==> src/hdl/swl_pkg.sv <==
// Shared types, constants and helpers for the stop-and-wait packet link.
`default_nettype none
package swl_pkg;

  localparam int PACKET_BYTES = 16;
  localparam int QUEUE_DEPTH  = 8;

  localparam int BYTE_W      = 8;
  localparam int LEVEL_W     = 4;
  localparam int TIMEOUT_W   = 16;
  localparam int CFG_IDX_W   = 2;
  localparam int CFG_DATA_W  = 16;
  localparam int SLOT_W      = (QUEUE_DEPTH > 1) ? $clog2(QUEUE_DEPTH) : 1;
  localparam int FILL_W      = $clog2(QUEUE_DEPTH + 1);
  localparam int BIDX_W      = $clog2(PACKET_BYTES);
  localparam int STORE_DEPTH = QUEUE_DEPTH * PACKET_BYTES;
  localparam int ADDR_W      = $clog2(STORE_DEPTH);

  localparam logic [BIDX_W-1:0]    LAST_BYTE     = BIDX_W'(PACKET_BYTES - 1);
  localparam logic [FILL_W-1:0]    FILL_FULL     = FILL_W'(QUEUE_DEPTH);
  localparam logic [TIMEOUT_W-1:0] TIMEOUT_RESET = 16'd1000;
  localparam logic [TIMEOUT_W-1:0] ELAPSED_MAX   = 16'hFFFF;

  localparam logic [CFG_IDX_W-1:0] CFG_TIMEOUT   = 2'd0;
  localparam logic [CFG_IDX_W-1:0] CFG_DEVICE_ID = 2'd1;
  localparam logic [CFG_IDX_W-1:0] CFG_STATUS_OK = 2'd2;

  typedef enum logic [1:0] {
    CMD_ENQUEUE = 2'd0,
    CMD_RX_BYTE = 2'd1,
    CMD_TICK    = 2'd2,
    CMD_CLEAR   = 2'd3
  } cmd_t;

  typedef enum logic {
    BE_IDLE,
    BE_SEND
  } be_state_t;

  typedef struct packed {
    logic               is_send;
    logic [SLOT_W-1:0]  slot;
    logic               connected;
    logic               pending;
    logic               bad;
    logic               drop;
    logic [LEVEL_W-1:0] level;
  } job_t;

  typedef struct packed {
    logic              en;
    logic [ADDR_W-1:0] addr;
    logic [BYTE_W-1:0] data;
  } store_wr_t;

  function automatic logic [ADDR_W-1:0] slot_addr(input logic [SLOT_W-1:0] slot,
                                                  input logic [BIDX_W-1:0] idx);
    slot_addr = ADDR_W'(slot) * ADDR_W'(PACKET_BYTES) + ADDR_W'(idx);
  endfunction

  function automatic logic [SLOT_W-1:0] next_slot(input logic [SLOT_W-1:0] slot);
    next_slot = (slot == SLOT_W'(QUEUE_DEPTH - 1)) ? '0 : slot + SLOT_W'(1);
  endfunction

endpackage
`default_nettype wire

==> src/hdl/stop_and_wait_packet_link_top.sv <==
// Top level of the stop-and-wait packet link.
// Input channel (in_valid/in_ready) carries one request: in_command selects
// enqueue byte, received byte, tick or clear; in_data_byte and in_tx_ready go with it.
// Result channel (out_valid/out_ready) carries result records: a tick that sends
// gives PACKET_BYTES records (checksum in the last, out_tx_last on it), every other
// request gives one record with out_tx_last set.
// cfg_wr_en/cfg_index/cfg_wdata write timeout, device id or OK code, chosen by cfg_index.
// A single-record request passes through the job queue into the result register. A
// sending tick passes the job queue, job pickup and a first store read before its
// first byte, then gives one byte a cycle while the receiver does not stall.
// The front takes one request per cycle while the job queue has room; a send holds the
// back end: job pickup, first store read, then one byte a cycle off the single read port.
// Enqueue requests are held off while a send is queued or streaming.
// Reset (rst_n low, synchronous) empties the queues, clears link state and loads
// default configuration. When the receiver stalls, the result register holds,
// the back end stops, and the front keeps taking requests until the job queue fills.
`default_nettype none
module stop_and_wait_packet_link_top (
  input  wire logic                           clk,
  input  wire logic                           rst_n,
  input  wire logic                           in_valid,
  output logic                                in_ready,
  input  wire logic [1:0]                     in_command,
  input  wire logic [swl_pkg::BYTE_W-1:0]     in_data_byte,
  input  wire logic                           in_tx_ready,
  output logic                                out_valid,
  input  wire logic                           out_ready,
  output logic                                out_tx_valid,
  output logic      [swl_pkg::BYTE_W-1:0]     out_tx_byte,
  output logic                                out_tx_last,
  output logic                                out_link_connected,
  output logic                                out_reply_pending,
  output logic                                out_rx_bad_checksum,
  output logic                                out_queue_dropped,
  output logic      [swl_pkg::LEVEL_W-1:0]    out_queue_level,
  input  wire logic                           cfg_wr_en,
  input  wire logic [swl_pkg::CFG_IDX_W-1:0]  cfg_index,
  input  wire logic [swl_pkg::CFG_DATA_W-1:0] cfg_wdata
);

  swl_pkg::job_t              push_job, head_job;
  swl_pkg::store_wr_t         store_wr;
  logic                       job_push, job_pop, job_full, job_avail, fifo_has_send;
  logic                       busy_send, send_busy;
  logic [swl_pkg::ADDR_W-1:0] rd_addr;
  logic [swl_pkg::BYTE_W-1:0] rd_data;

  assign send_busy = fifo_has_send || busy_send;

  swl_front u_front (
    .clk          (clk),
    .rst_n        (rst_n),
    .in_valid     (in_valid),
    .in_ready     (in_ready),
    .in_command   (in_command),
    .in_data_byte (in_data_byte),
    .in_tx_ready  (in_tx_ready),
    .cfg_wr_en    (cfg_wr_en),
    .cfg_index    (cfg_index),
    .cfg_wdata    (cfg_wdata),
    .job_full     (job_full),
    .send_busy    (send_busy),
    .job_push     (job_push),
    .job          (push_job),
    .store_wr     (store_wr)
  );

  swl_job_fifo u_fifo (
    .clk      (clk),
    .rst_n    (rst_n),
    .push     (job_push),
    .push_job (push_job),
    .pop      (job_pop),
    .full     (job_full),
    .avail    (job_avail),
    .head_job (head_job),
    .has_send (fifo_has_send)
  );

  swl_store u_store (
    .clk     (clk),
    .wr      (store_wr),
    .rd_addr (rd_addr),
    .rd_data (rd_data)
  );

  swl_back u_back (
    .clk                 (clk),
    .rst_n               (rst_n),
    .job_avail           (job_avail),
    .job_head            (head_job),
    .job_pop             (job_pop),
    .rd_addr             (rd_addr),
    .rd_data             (rd_data),
    .busy_send           (busy_send),
    .out_valid           (out_valid),
    .out_ready           (out_ready),
    .out_tx_valid        (out_tx_valid),
    .out_tx_byte         (out_tx_byte),
    .out_tx_last         (out_tx_last),
    .out_link_connected  (out_link_connected),
    .out_reply_pending   (out_reply_pending),
    .out_rx_bad_checksum (out_rx_bad_checksum),
    .out_queue_dropped   (out_queue_dropped),
    .out_queue_level     (out_queue_level)
  );

endmodule
`default_nettype wire

==> src/hdl/swl_store.sv <==
// Packet byte store: one write port, one registered read port.
`default_nettype none
module swl_store (
  input  wire logic                       clk,
  input  wire swl_pkg::store_wr_t         wr,
  input  wire logic [swl_pkg::ADDR_W-1:0] rd_addr,
  output logic      [swl_pkg::BYTE_W-1:0] rd_data
);

  logic [swl_pkg::BYTE_W-1:0] mem [swl_pkg::STORE_DEPTH];

  always_ff @(posedge clk) begin
    if (wr.en) begin
      mem[wr.addr] <= wr.data;
    end
  end

  always_ff @(posedge clk) begin
    rd_data <= mem[rd_addr];
  end

endmodule
`default_nettype wire

==> src/hdl/swl_front.sv <==
// Front end: accepts requests, updates link state, writes packets, emits jobs.
`default_nettype none
module swl_front (
  input  wire logic                           clk,
  input  wire logic                           rst_n,
  input  wire logic                           in_valid,
  output logic                                in_ready,
  input  wire logic [1:0]                     in_command,
  input  wire logic [swl_pkg::BYTE_W-1:0]     in_data_byte,
  input  wire logic                           in_tx_ready,
  input  wire logic                           cfg_wr_en,
  input  wire logic [swl_pkg::CFG_IDX_W-1:0]  cfg_index,
  input  wire logic [swl_pkg::CFG_DATA_W-1:0] cfg_wdata,
  input  wire logic                           job_full,
  input  wire logic                           send_busy,
  output logic                                job_push,
  output swl_pkg::job_t                       job,
  output swl_pkg::store_wr_t                  store_wr
);

  swl_pkg::cmd_t cmd;
  logic          accept;

  logic [swl_pkg::TIMEOUT_W-1:0] timeout_r;
  logic [swl_pkg::BYTE_W-1:0]    device_id_r, status_ok_r;

  logic [swl_pkg::SLOT_W-1:0]    head_r, head_nxt, tail_r, tail_nxt;
  logic [swl_pkg::FILL_W-1:0]    fill_r, fill_nxt;
  logic [swl_pkg::BIDX_W-1:0]    stage_r, stage_nxt;
  logic                          stage_drop_r, stage_drop_nxt;
  logic                          waiting_r, waiting_nxt, connected_r, connected_nxt;
  logic [swl_pkg::TIMEOUT_W-1:0] elapsed_r, elapsed_nxt, elapsed_inc;
  logic [swl_pkg::BIDX_W-1:0]    rx_count_r, rx_count_nxt;
  logic [swl_pkg::BYTE_W-1:0]    rx_sum_r, rx_sum_nxt;
  logic [swl_pkg::BYTE_W-1:0]    rx_first_r, rx_first_nxt, rx_second_r, rx_second_nxt;
  logic                          bad, drop, is_send, full;

  assign cmd      = swl_pkg::cmd_t'(in_command);
  assign in_ready = !job_full && !(cmd == swl_pkg::CMD_ENQUEUE && send_busy);
  assign accept   = in_valid && in_ready;
  assign full     = (fill_r == swl_pkg::FILL_FULL);

  always_comb begin
    head_nxt       = head_r;
    tail_nxt       = tail_r;
    fill_nxt       = fill_r;
    stage_nxt      = stage_r;
    stage_drop_nxt = stage_drop_r;
    waiting_nxt    = waiting_r;
    connected_nxt  = connected_r;
    elapsed_nxt    = elapsed_r;
    rx_count_nxt   = rx_count_r;
    rx_sum_nxt     = rx_sum_r;
    rx_first_nxt   = rx_first_r;
    rx_second_nxt  = rx_second_r;
    bad            = 1'b0;
    drop           = 1'b0;
    is_send        = 1'b0;
    store_wr.en    = 1'b0;
    store_wr.addr  = swl_pkg::slot_addr(tail_r, stage_r);
    store_wr.data  = in_data_byte;
    elapsed_inc    = (elapsed_r != swl_pkg::ELAPSED_MAX) ? elapsed_r + 16'd1 : elapsed_r;
    if (accept) begin
      unique case (cmd)
        swl_pkg::CMD_ENQUEUE: begin
          if (full) begin
            stage_drop_nxt = 1'b1;
          end else begin
            store_wr.en = 1'b1;
          end
          if (stage_r == swl_pkg::LAST_BYTE) begin
            if (stage_drop_r || full) begin
              drop = 1'b1;
            end else begin
              tail_nxt = swl_pkg::next_slot(tail_r);
              fill_nxt = fill_r + swl_pkg::FILL_W'(1);
            end
            stage_nxt      = '0;
            stage_drop_nxt = 1'b0;
          end else begin
            stage_nxt = stage_r + swl_pkg::BIDX_W'(1);
          end
        end
        swl_pkg::CMD_RX_BYTE: begin
          if (rx_count_r == '0) rx_first_nxt = in_data_byte;
          if (rx_count_r == swl_pkg::BIDX_W'(1)) rx_second_nxt = in_data_byte;
          if (rx_count_r == swl_pkg::LAST_BYTE) begin
            if (in_data_byte != rx_sum_r) begin
              bad = 1'b1;
            end else if (rx_first_r == device_id_r && rx_second_r == status_ok_r) begin
              waiting_nxt   = 1'b0;
              connected_nxt = 1'b1;
            end
            rx_count_nxt = '0;
            rx_sum_nxt   = '0;
          end else begin
            rx_sum_nxt   = rx_sum_r + in_data_byte;
            rx_count_nxt = rx_count_r + swl_pkg::BIDX_W'(1);
          end
        end
        swl_pkg::CMD_TICK: begin
          if (waiting_r) begin
            elapsed_nxt = elapsed_inc;
            if (elapsed_inc >= timeout_r) begin
              waiting_nxt   = 1'b0;
              connected_nxt = 1'b0;
            end
          end
          if (!waiting_nxt && in_tx_ready && fill_r != '0) begin
            head_nxt    = swl_pkg::next_slot(head_r);
            fill_nxt    = fill_r - swl_pkg::FILL_W'(1);
            waiting_nxt = 1'b1;
            elapsed_nxt = '0;
            is_send     = 1'b1;
          end
        end
        swl_pkg::CMD_CLEAR: begin
          head_nxt       = '0;
          tail_nxt       = '0;
          fill_nxt       = '0;
          stage_nxt      = '0;
          stage_drop_nxt = 1'b0;
          waiting_nxt    = 1'b0;
          connected_nxt  = 1'b0;
          elapsed_nxt    = '0;
          rx_count_nxt   = '0;
          rx_sum_nxt     = '0;
          rx_first_nxt   = '0;
          rx_second_nxt  = '0;
        end
        default: begin
        end
      endcase
    end
  end

  always_comb begin
    job_push      = accept;
    job.is_send   = is_send;
    job.slot      = head_r;
    job.connected = connected_nxt;
    job.pending   = waiting_nxt;
    job.bad       = bad;
    job.drop      = drop;
    job.level     = swl_pkg::LEVEL_W'(fill_nxt);
  end

  always_ff @(posedge clk) begin
    if (!rst_n) begin
      timeout_r   <= swl_pkg::TIMEOUT_RESET;
      device_id_r <= '0;
      status_ok_r <= '0;
    end else if (cfg_wr_en) begin
      priority if (cfg_index == swl_pkg::CFG_TIMEOUT) begin
        timeout_r <= cfg_wdata;
      end else if (cfg_index == swl_pkg::CFG_DEVICE_ID) begin
        device_id_r <= cfg_wdata[swl_pkg::BYTE_W-1:0];
      end else if (cfg_index == swl_pkg::CFG_STATUS_OK) begin
        status_ok_r <= cfg_wdata[swl_pkg::BYTE_W-1:0];
      end
    end
  end

  always_ff @(posedge clk) begin
    if (!rst_n) begin
      head_r       <= '0;
      tail_r       <= '0;
      fill_r       <= '0;
      stage_r      <= '0;
      stage_drop_r <= 1'b0;
      waiting_r    <= 1'b0;
      connected_r  <= 1'b0;
      elapsed_r    <= '0;
      rx_count_r   <= '0;
      rx_sum_r     <= '0;
      rx_first_r   <= '0;
      rx_second_r  <= '0;
    end else begin
      head_r       <= head_nxt;
      tail_r       <= tail_nxt;
      fill_r       <= fill_nxt;
      stage_r      <= stage_nxt;
      stage_drop_r <= stage_drop_nxt;
      waiting_r    <= waiting_nxt;
      connected_r  <= connected_nxt;
      elapsed_r    <= elapsed_nxt;
      rx_count_r   <= rx_count_nxt;
      rx_sum_r     <= rx_sum_nxt;
      rx_first_r   <= rx_first_nxt;
      rx_second_r  <= rx_second_nxt;
    end
  end

endmodule
`default_nettype wire

==> src/hdl/swl_job_fifo.sv <==
// Two-entry job queue between front and back end.
`default_nettype none
module swl_job_fifo (
  input  wire logic          clk,
  input  wire logic          rst_n,
  input  wire logic          push,
  input  wire swl_pkg::job_t push_job,
  input  wire logic          pop,
  output logic               full,
  output logic               avail,
  output swl_pkg::job_t      head_job,
  output logic               has_send
);

  swl_pkg::job_t slot_q [2];
  logic          wr_ptr_r, rd_ptr_r;
  logic [1:0]    count_r;
  logic          vld0, vld1;

  assign full     = (count_r == 2'd2);
  assign avail    = (count_r != 2'd0);
  assign head_job = slot_q[rd_ptr_r];
  assign vld0     = full || (count_r == 2'd1 && rd_ptr_r == 1'b0);
  assign vld1     = full || (count_r == 2'd1 && rd_ptr_r == 1'b1);
  assign has_send = (vld0 && slot_q[0].is_send) || (vld1 && slot_q[1].is_send);

  always_ff @(posedge clk) begin
    if (push) begin
      slot_q[wr_ptr_r] <= push_job;
    end
  end

  always_ff @(posedge clk) begin
    if (!rst_n) begin
      wr_ptr_r <= 1'b0;
      rd_ptr_r <= 1'b0;
      count_r  <= 2'd0;
    end else begin
      if (push) wr_ptr_r <= !wr_ptr_r;
      if (pop) rd_ptr_r <= !rd_ptr_r;
      if (push && !pop) begin
        count_r <= count_r + 2'd1;
      end else if (pop && !push) begin
        count_r <= count_r - 2'd1;
      end
    end
  end

endmodule
`default_nettype wire

==> src/hdl/swl_back.sv <==
// Back end: streams sent packets with checksum and drives the result register.
`default_nettype none
module swl_back (
  input  wire logic                       clk,
  input  wire logic                       rst_n,
  input  wire logic                       job_avail,
  input  wire swl_pkg::job_t              job_head,
  output logic                            job_pop,
  output logic      [swl_pkg::ADDR_W-1:0] rd_addr,
  input  wire logic [swl_pkg::BYTE_W-1:0] rd_data,
  output logic                            busy_send,
  output logic                            out_valid,
  input  wire logic                       out_ready,
  output logic                            out_tx_valid,
  output logic      [swl_pkg::BYTE_W-1:0] out_tx_byte,
  output logic                            out_tx_last,
  output logic                            out_link_connected,
  output logic                            out_reply_pending,
  output logic                            out_rx_bad_checksum,
  output logic                            out_queue_dropped,
  output logic      [swl_pkg::LEVEL_W-1:0] out_queue_level
);

  swl_pkg::be_state_t          state_r, state_nxt;
  swl_pkg::job_t               cur_r, cur_nxt;
  logic [swl_pkg::BIDX_W-1:0]  idx_r, idx_nxt;
  logic                        fetched_r, fetched_nxt;
  logic [swl_pkg::BYTE_W-1:0]  sum_r, sum_nxt;
  logic                        can_load, load, at_last;

  logic                        ld_tx_valid, ld_tx_last, ld_conn, ld_pend, ld_bad, ld_drop;
  logic [swl_pkg::BYTE_W-1:0]  ld_byte;
  logic [swl_pkg::LEVEL_W-1:0] ld_level;

  logic                        out_valid_r, tx_valid_r, tx_last_r, conn_r, pend_r;
  logic                        bad_r, drop_r;
  logic [swl_pkg::BYTE_W-1:0]  byte_r;
  logic [swl_pkg::LEVEL_W-1:0] level_r;

  assign can_load  = !out_valid_r || out_ready;
  assign at_last   = (idx_r == swl_pkg::LAST_BYTE);
  assign busy_send = (state_r == swl_pkg::BE_SEND);

  always_comb begin
    state_nxt = state_r;
    unique case (state_r)
      swl_pkg::BE_IDLE: begin
        if (job_avail && job_head.is_send) state_nxt = swl_pkg::BE_SEND;
      end
      swl_pkg::BE_SEND: begin
        if (fetched_r && can_load && at_last) state_nxt = swl_pkg::BE_IDLE;
      end
      default: state_nxt = swl_pkg::BE_IDLE;
    endcase
  end

  always_comb begin
    job_pop     = 1'b0;
    load        = 1'b0;
    cur_nxt     = cur_r;
    idx_nxt     = idx_r;
    fetched_nxt = fetched_r;
    sum_nxt     = sum_r;
    rd_addr     = swl_pkg::slot_addr(cur_r.slot, idx_r);
    ld_tx_valid = 1'b0;
    ld_byte     = '0;
    ld_tx_last  = 1'b1;
    ld_conn     = job_head.connected;
    ld_pend     = job_head.pending;
    ld_bad      = job_head.bad;
    ld_drop     = job_head.drop;
    ld_level    = job_head.level;
    unique case (state_r)
      swl_pkg::BE_IDLE: begin
        if (job_avail) begin
          if (job_head.is_send) begin
            job_pop     = 1'b1;
            cur_nxt     = job_head;
            idx_nxt     = '0;
            fetched_nxt = 1'b0;
            sum_nxt     = '0;
          end else if (can_load) begin
            job_pop = 1'b1;
            load    = 1'b1;
          end
        end
      end
      swl_pkg::BE_SEND: begin
        fetched_nxt = 1'b1;
        ld_tx_valid = 1'b1;
        ld_tx_last  = at_last;
        ld_byte     = at_last ? sum_r : rd_data;
        ld_conn     = cur_r.connected;
        ld_pend     = cur_r.pending;
        ld_bad      = 1'b0;
        ld_drop     = 1'b0;
        ld_level    = cur_r.level;
        if (fetched_r && can_load) begin
          load = 1'b1;
          if (!at_last) begin
            sum_nxt = sum_r + rd_data;
            idx_nxt = idx_r + swl_pkg::BIDX_W'(1);
            rd_addr = swl_pkg::slot_addr(cur_r.slot, idx_r + swl_pkg::BIDX_W'(1));
          end
        end
      end
      default: begin
      end
    endcase
  end

  always_ff @(posedge clk) begin
    cur_r <= cur_nxt;
    idx_r <= idx_nxt;
    sum_r <= sum_nxt;
    if (load) begin
      tx_valid_r <= ld_tx_valid;
      byte_r     <= ld_byte;
      tx_last_r  <= ld_tx_last;
      conn_r     <= ld_conn;
      pend_r     <= ld_pend;
      bad_r      <= ld_bad;
      drop_r     <= ld_drop;
      level_r    <= ld_level;
    end
  end

  always_ff @(posedge clk) begin
    if (!rst_n) begin
      state_r     <= swl_pkg::BE_IDLE;
      fetched_r   <= 1'b0;
      out_valid_r <= 1'b0;
    end else begin
      state_r   <= state_nxt;
      fetched_r <= fetched_nxt;
      if (load) begin
        out_valid_r <= 1'b1;
      end else if (out_ready) begin
        out_valid_r <= 1'b0;
      end
    end
  end

  assign out_valid           = out_valid_r;
  assign out_tx_valid        = tx_valid_r;
  assign out_tx_byte         = byte_r;
  assign out_tx_last         = tx_last_r;
  assign out_link_connected  = conn_r;
  assign out_reply_pending   = pend_r;
  assign out_rx_bad_checksum = bad_r;
  assign out_queue_dropped   = drop_r;
  assign out_queue_level     = level_r;

endmodule
`default_nettype wire

==> config.mk <==
export PLATFORM = sky130hd
export DESIGN_NAME = stop_and_wait_packet_link_top
export DESIGN_NICKNAME = d
export VERILOG_FILES = /design/src/hdl/swl_pkg.sv /design/src/hdl/stop_and_wait_packet_link_top.sv /design/src/hdl/swl_store.sv /design/src/hdl/swl_front.sv /design/src/hdl/swl_job_fifo.sv /design/src/hdl/swl_back.sv
export SDC_FILE = /design/constraint.sdc
export NUM_CORES = 2
export LEC_CHECK = 0
export ABC_AREA = 1
export BUFFER_PORTS_ARGS = -buffer_cell sky130_fd_sc_hd__buf_2
export CAP_MARGIN = 20
export CORE_AREA = 4 4 306 368
export DETAILED_ROUTE_END_ITERATION = 8
export DIE_AREA = 0 0 310 372
export RECOVER_POWER = 25
export SLEW_MARGIN = 25
export SYNTH_ARGS = -nofsm -noshare
export SYNTH_HDL_FRONTEND = slang
export SYNTH_SLANG_ARGS = --single-unit
==> constraint.sdc <==
create_clock -name clk -period 4.3 [get_ports clk]
set_clock_uncertainty 0.1 [all_clocks]
set_input_delay 0.43 -clock clk [delete_from_list [all_inputs] [get_ports clk]]
set_output_delay 0.43 -clock clk [all_outputs]
set_load 0.02 [all_outputs]
After elaboration in Yosys (flattened, before gate mapping)
Memory sizes are Yosys's and may differ from the RTL's. A register that Yosys moved wholly into a read port is not among the register bits.
Index checks and enable logic that the tools add are counted.
{ "totals": {"regBits": 139, "ram_bits": 1048, "input_bits": 34, "word_cells": 241, "n_memories": 2} }
{ "op_classes": {"n_addsub": 15, "order_cmp": 1, "n_eq_ne": 29, "muxes": 102, "bitwise_logic": 4, "n_reduce_logical": 53} }
{ "mem_list": {"columns": ["memory", "words", "width", "read_ports", "rd_clocked_by_memory_dff", "write_ports", "line_no", "text"], "rows": [
  ["u_store.mem", 128, 8, 1, 1, 1, "swl_store.sv:10", "logic [swl_pkg::BYTE_W-1:0] mem [swl_pkg::STORE_DEPTH];"],
  ["u_fifo.slot_q", 2, 12, 3, 1, 1, "swl_job_fifo.sv:15", "swl_pkg::job_t slot_q [2];"]
]} }
{ "op_table": {"columns": ["op", "count"], "rows": [
  ["8-bit 2-to-1 mux", 8],
  ["8-bit case mux with 2 select lines", 4],
  ["1-bit 2-to-1 mux", 53],
  ["16-bit 2-to-1 mux", 3],
  ["4-bit 2-to-1 mux", 11],
  ["16-bit case mux with 2 select lines", 1],
  ["4-bit case mux with 2 select lines", 3],
  ["7-bit by 4-bit adder with 7-bit output", 3],
  ["7-bit 2-to-1 mux", 3],
  ["3-bit AND reduction", 7],
  ["16-bit by 1-bit adder with 16-bit output (second input constant)", 1],
  ["4-bit by 1-bit adder with 4-bit output (second input constant)", 4],
  ["8-bit adder", 2],
  ["4-bit == test (second input constant)", 4],
  ["8-bit == test", 2],
  ["16-bit greater-or-equal comparator", 1],
  ["16-bit inequality test (second input constant)", 1],
  ["1-bit logical AND", 15],
  ["3-bit 2-to-1 mux", 5],
  ["3-bit case mux with 2 select lines", 2],
  ["4-bit case mux with 3 select lines", 1],
  ["4-bit AND reduction", 3],
  ["2-bit nonzero test", 6],
  ["2-bit by 1-bit inequality test with 1-bit output (second input constant)", 5],
  ["22 further kinds", 56]
]} }

Longest topological paths before layout
{ "depth": {"depth_word": 17, "depth_mapped": 25, "depth_no_buf": 24} }

By module
A second synthesis with hierarchy kept.
{ "unflattened": {"hier_cells": 4673, "hier_area_um2": 50833.8} }
{ "by_module_without_submodules": {"columns": ["module", "n_inst", "cells_per_inst", "area_each_um2", "seq_area_each_um2"], "rows": [
  ["swl_store", 1, 3575, 42104.1, 30909.6],
  ["swl_front", 1, 784, 5480.3, 1861.8],
  ["swl_back", 1, 206, 2052.0, 1231.2],
  ["swl_job_fifo", 1, 105, 1186.1, 820.8],
  ["stop_and_wait_packet_link_top", 1, 3, 11.3, 0.0]
]} }

Worst setup path before layout
OpenSTA, ideal clock, no wires.
{ "synth_timing": {"path_kind": "register -> register", "from": "reg u_front.elapsed_r[0] in the netlist's numbering", "to": "reg u_front.elapsed_r[10] in the netlist's numbering", "setup_time_ns": 0.132, "arrival_ns": 3.145, "required_ns": 4.068, "setup_slack_ns": 0.923, "stages_incl_launch_ff": 23, "path_buffers": 1, "cell_sequence": "dfxtp_1 ha_1 nand2_1 nor2_1 nand3_1 nor3_1 nand2_1 nand2_1 xor2_1 inv_1 ha_1 a21oi_1 o21ai_0 o21bai_1 nand2_1 nand4_1 nand2_1 nand2_1 nand2_2 nand2_2 buf_4 nand2_1 a21oi_1"} }
{ "synth_between": {"elab_chain_cells": 12, "elab_cells_between_ends": 16, "cone_classes": "add/sub (1); order compare (1); eq/ne (2); mux (8); reduce/logical (4)"} }
{ "synth_lines": {"columns": ["element", "line_no", "text"], "rows": [
  ["start, declared", "swl_front.sv:32", "logic [swl_pkg::TIMEOUT_W-1:0] elapsed_r, elapsed_nxt, elapsed_inc;"],
  ["start signal, assigned", "swl_front.sv:186", "elapsed_r <= elapsed_nxt;"],
  ["16-bit by 1-bit adder with 16-bit output / 16-bit inequality test (equally long branches)", "swl_front.sv:62", "elapsed_inc = (elapsed_r != swl_pkg::ELAPSED_MAX) ? elapsed_r + 16'd1 : elapsed_r;"],
  ["16-bit 2-to-1 mux *", "swl_front.sv:62", null],
  ["16-bit greater-or-equal comparator", "swl_front.sv:104", "if (elapsed_inc >= timeout_r) begin"],
  ["1-bit 2-to-1 mux", "swl_front.sv:104", null],
  ["1-bit 2-to-1 mux", "swl_front.sv:102", "if (waiting_r) begin"],
  ["1-bit 2-to-1 mux", "swl_front.sv:64", "unique case (cmd)"],
  ["1-bit 2-to-1 mux", "swl_front.sv:63", "if (accept) begin"],
  ["1-bit logical NOT", "swl_front.sv:109", "if (!waiting_nxt && in_tx_ready && fill_r != '0) begin"],
  ["1-bit logical AND (2 in a row)", "swl_front.sv:109", null],
  ["3-bit by 1-bit inequality test with 1-bit output (no line) / 16-bit 2-to-1 mux (equally long branches)", null, null],
  ["3-bit AND reduction (no line) / 16-bit case mux with 2 select lines (equally long branches)", null, null]
]} }
Mark *: on every way between the ends. The rest lies on a longest branch, timed or not. The select of a mux whose other input is x is not followed.
A chain may end at the register's enable or synchronous reset.

Worst setup path in the final report
{ "layout_timing": {"from": "in in_data_byte[0] in the netlist's numbering", "to": "mem u_store.mem[83][0] in the netlist's numbering (data pin)"} }
{ "layout_rtl": {"columns": ["element", "line_no", "text"], "rows": [
  ["start, declared", "stop_and_wait_packet_link_top.sv:24", "input wire logic [swl_pkg::BYTE_W-1:0] in_data_byte,"],
  ["end, declared", "swl_store.sv:10", null]
]} }
Straight into the memory's write port.

==> impl_metrics.toml <==
[die]
die_width_um = 310
dieArea_sq_um = 115300
start_util = 0.4954
coreArea_sq_um = 109200
num_io_pins = 54
rows = 133
die_y_um = 372

[cells_and_area]
nNetsFinal = 5259
final_util = 0.5477
drive_above_1_share = 0.06606
diodes = 0
final_cell_mix = "1101 x nand3_1, 1087 x edfxtp_1, 867 x nand2_1, 681 x inv_1, 379 x nand3b_1"
final_common_cell = "nand3_1"
stdcell_count = 6685
areaGrowthSynthToFinish_pct = 10.56

[placement]
dp_slack_ns = 0.4865
dp_hpwl_um = 85370
io_buffers = 53
gp_congestion = 0.8603
placed_cells = 6448

[routing]
drt_iter0_drc = 3271
firstDrtPassIters = 6
ant_nets = 0
drc_errors = 0
finalWirelength_um = 145100
vias_per_cell = 5.589
vias = 37363
drt-wirelength-per-cell_um = 21.71

[logic_synthesis]
synth_seq_cells = 1196
yosys_most_used_dff = "edfxtp_1"
synthMuxAreaShare = 0
synth_xor_area_frac = 0.003401
yosysWarningCount = 0
async_flop_share = 0
syn_nets = 5255
netlist-cell-type-count = 43
synth_compound_area_frac = 0.02476
netlist_instances = 5169
synthSimpleGateAreaFrac = 0.2386
synth_top_family_by_area = "simple AND/OR/NAND/NOR gates"
synth-seq-area-share = 0.6440
netlist_area_sq_um = 54080
synth_fa_ha_area_frac = 0.01231
avgSynthCellArea_sq_um = 10.46
synth_edf_count = 1087

[global_routing]
first_global_vias = 35863
globalRoute.totalOverflow = 0
grtUsageTotal = 0.2503
grt_pass1_wl_um = 219400
grt_max_degree = 129
antenna_found_initial = 0

[power_and_ir_drop]
p_switching_mw = 12.97
comb_power_share = 0.340
sw_frac_of_total = 0.3679
peakVddDrop_v = 0.0006207
p_int_mw = 22.29
leakage_nw = 23.17
power-per-cell-area_nw_per_um2 = 589.7
p_seq_frac = 0.380
p_clk_frac = 0.279

[sta]
period_share = 0.9415
setup_ws_ns = 0.2514
slew_violations = 488
layout_min_cycle_time_ns = 4.049
setup_tns_ns = 0
max_slew_margin = -0.8899
fmax_mhz = 247.0
finalSetupViolCount = 0
tightest_slew_ns = 2.835
hold_violations = 0
rsz0062_at_grt = "false"

[setup_path]
cp_common_cell = "clkbuf_1"
max_stage_delay_ns = 2.01
end_kind = "flip-flop"
critPathSlowestCell = "clkbuf_1"
path_cells = "clkbuf_1 > clkbuf_1 > clkbuf_2"
path_max_fanout = 50
worstSetupPathType = "input port to flip-flop"
cp.required_ns = 4.51
crit_path_start_kind = "input port"
worstPathArrival_ns = 4.25

[outcome]
violations = "capacitance limit, slew limit"
outcome = "finished, violations left"

[worst_hold_path]
min_path_type = "input port to flip-flop"

[cts]
cts-buffers-inserted = 119
htree_levels = 3
ctsRootBufferMaster = "clkbuf_16"
clk_latency_ns = 0.72
clk_pin_slew_worst_paths_ns = 0.06
clockBufferDepth = 3
tritoncts = "built"
cts.sinks = 1196
postCtsSetupBuffers = 0

[job]
drv_cap = 10
[timing repair]
item	4_1_cts	5_1_grt
endpoints found under the hold margin	118	0
hold buffers	21	0
gates resized for setup	0	1
setup endpoints to repair	0	2
[sequential cells by signal, indices dropped and copies added (netlist names), 8 cells and up, named ones only]
signal	flops
u_front.status_ok_r	8
u_front.rx_sum_r	8
u_store.rd_data	8
u_front.rx_second_r	8
u_front.timeout_r	16
u_front.elapsed_r	16
u_front.device_id_r	8
u_fifo.slot_q	24
u_front.rx_first_r	8
u_back.out_tx_byte	8
u_back.cur_r	9
u_back.sum_r	8
u_store.mem	1024
[cells by family (layout without fill, tap and decap cells)]
| family | after synthesis | in the layout |
|---|---|---|
| compound gates | 247 | 247 |
| xor+xnor | 21 | 21 |
| buf+inv | 1003 | 1102 |
| fa+ha+maj | 52 | 52 |
| flops | 1196 | 1196 |
| simple gates | 2650 | 2650 |
[power groups by stage]
| stage | sequential (mW) | clock (mW) | combinational [mW] |
|---|---|---|---|
| floorplan | 13.6 | 0 | 7.83 |
| global placement | 13.6 | 0 | 11.9 |
| detailed placement | 13.6 | 0 | 12.0 |
| CTS | 13.4 | 10.0 | 12.0 |
| global route | 13.4 | 10.5 | 13.1 |
| finish | 13.4 | 9.85 | 12.0 |
[worst paths after layout]
kind | start | end | slack [ns] | depth (start not counted)
setup / recovery | in_data_byte[0] | u_store.mem[83][0]$_DFFE_PP_ | 0.25 | 3
hold / removal | out_ready | u_back.out_valid$_SDFFE_PN0P_ | 0.12 | 6
setup reg to reg | u_front.elapsed_r[1]$_SDFFE_PN0P_ | u_front.elapsed_r[12]$_SDFFE_PN0P_ | 0.51 | 21
hold reg to reg | u_front.status_ok_r[1]$_SDFFE_PN0P_ | u_front.status_ok_r[1]$_SDFFE_PN0P_ | 0.36 | 2
[layout make-up]
type / count / area [sq um]
Fill cell: 9506 / 49380
Clock buffer: 163 / 3257
Inverter: 686 / 2577
Timing Repair Buffer: 200 / 1793
Sequential cell: 1196 / 34820
Multi-Input combinational cell: 2970 / 15180
Clock inverter: 53 / 380.4
Tap cell: 1417 / 1773
[per-stage QoR]
stage	power (mW)	hold slack, ns	instance area [sq um]
after floorplan	21.43	0.3353	54080
after global placement	25.54	0.3473	56040
after detailed placement	25.62	0.3500	56040
after CTS	35.46	0.001362	59890
after global routing	37.06	0.1491	59780
final	35.26	0.1161	59780
[worst max-delay path: cells and delay by family]
| family | cells | cell delay (ns) |
|---|---|---|
| buffers and inverters | 3 | 3.64 |
[routing by layer]
metal | GRT usage | vias to the layer above | routed length, um
li1 | - | 17677 | -
met1 | 0.3310 | 18195 | 59160
met2 | 0.4284 | 1241 | 72480
met3 | 0.02733 | 250 | 8482
met4 | 0.09262 | 0 | 5018
met5 | 0 | - | 0
[cells in the mapped netlist, types with 2 or more instances]
cell	instances	share of area
nand3_1	1105	0.10
edfxtp_1	1087	0.60
nand2_1	867	0.060
inv_1	681	0.047
nand3b_1	379	0.053
nor2_1	241	0.017
buf_2	215	0.020
a21oi_1	114	0.011
dfxtp_1	109	0.040
o21ai_0	86	0.0080
clkbuf_1	54	0.0037
ha_1	50	0.012
buf_4	32	0.0044
nor3_1	22	0.0020
o211ai_1	17	0.0024
xor2_1	16	0.0026
buf_1	15	0.0010
a31oi_1	11	0.0013
nand4_1	10	0.0012
or2_2	10	0.0012
a211oi_1	5	0.00069
xnor2_1	5	0.00081
inv_2	4	0.00028
nand2_2	4	0.00046
nor4_1	4	0.00046
o21bai_1	4	0.00056
o21a_1	3	0.00042
a21o_1	2	0.00028
fa_1	2	0.00074
nor2_2	2	0.00023
Note: power is estimated with default switching activity, not from simulation.
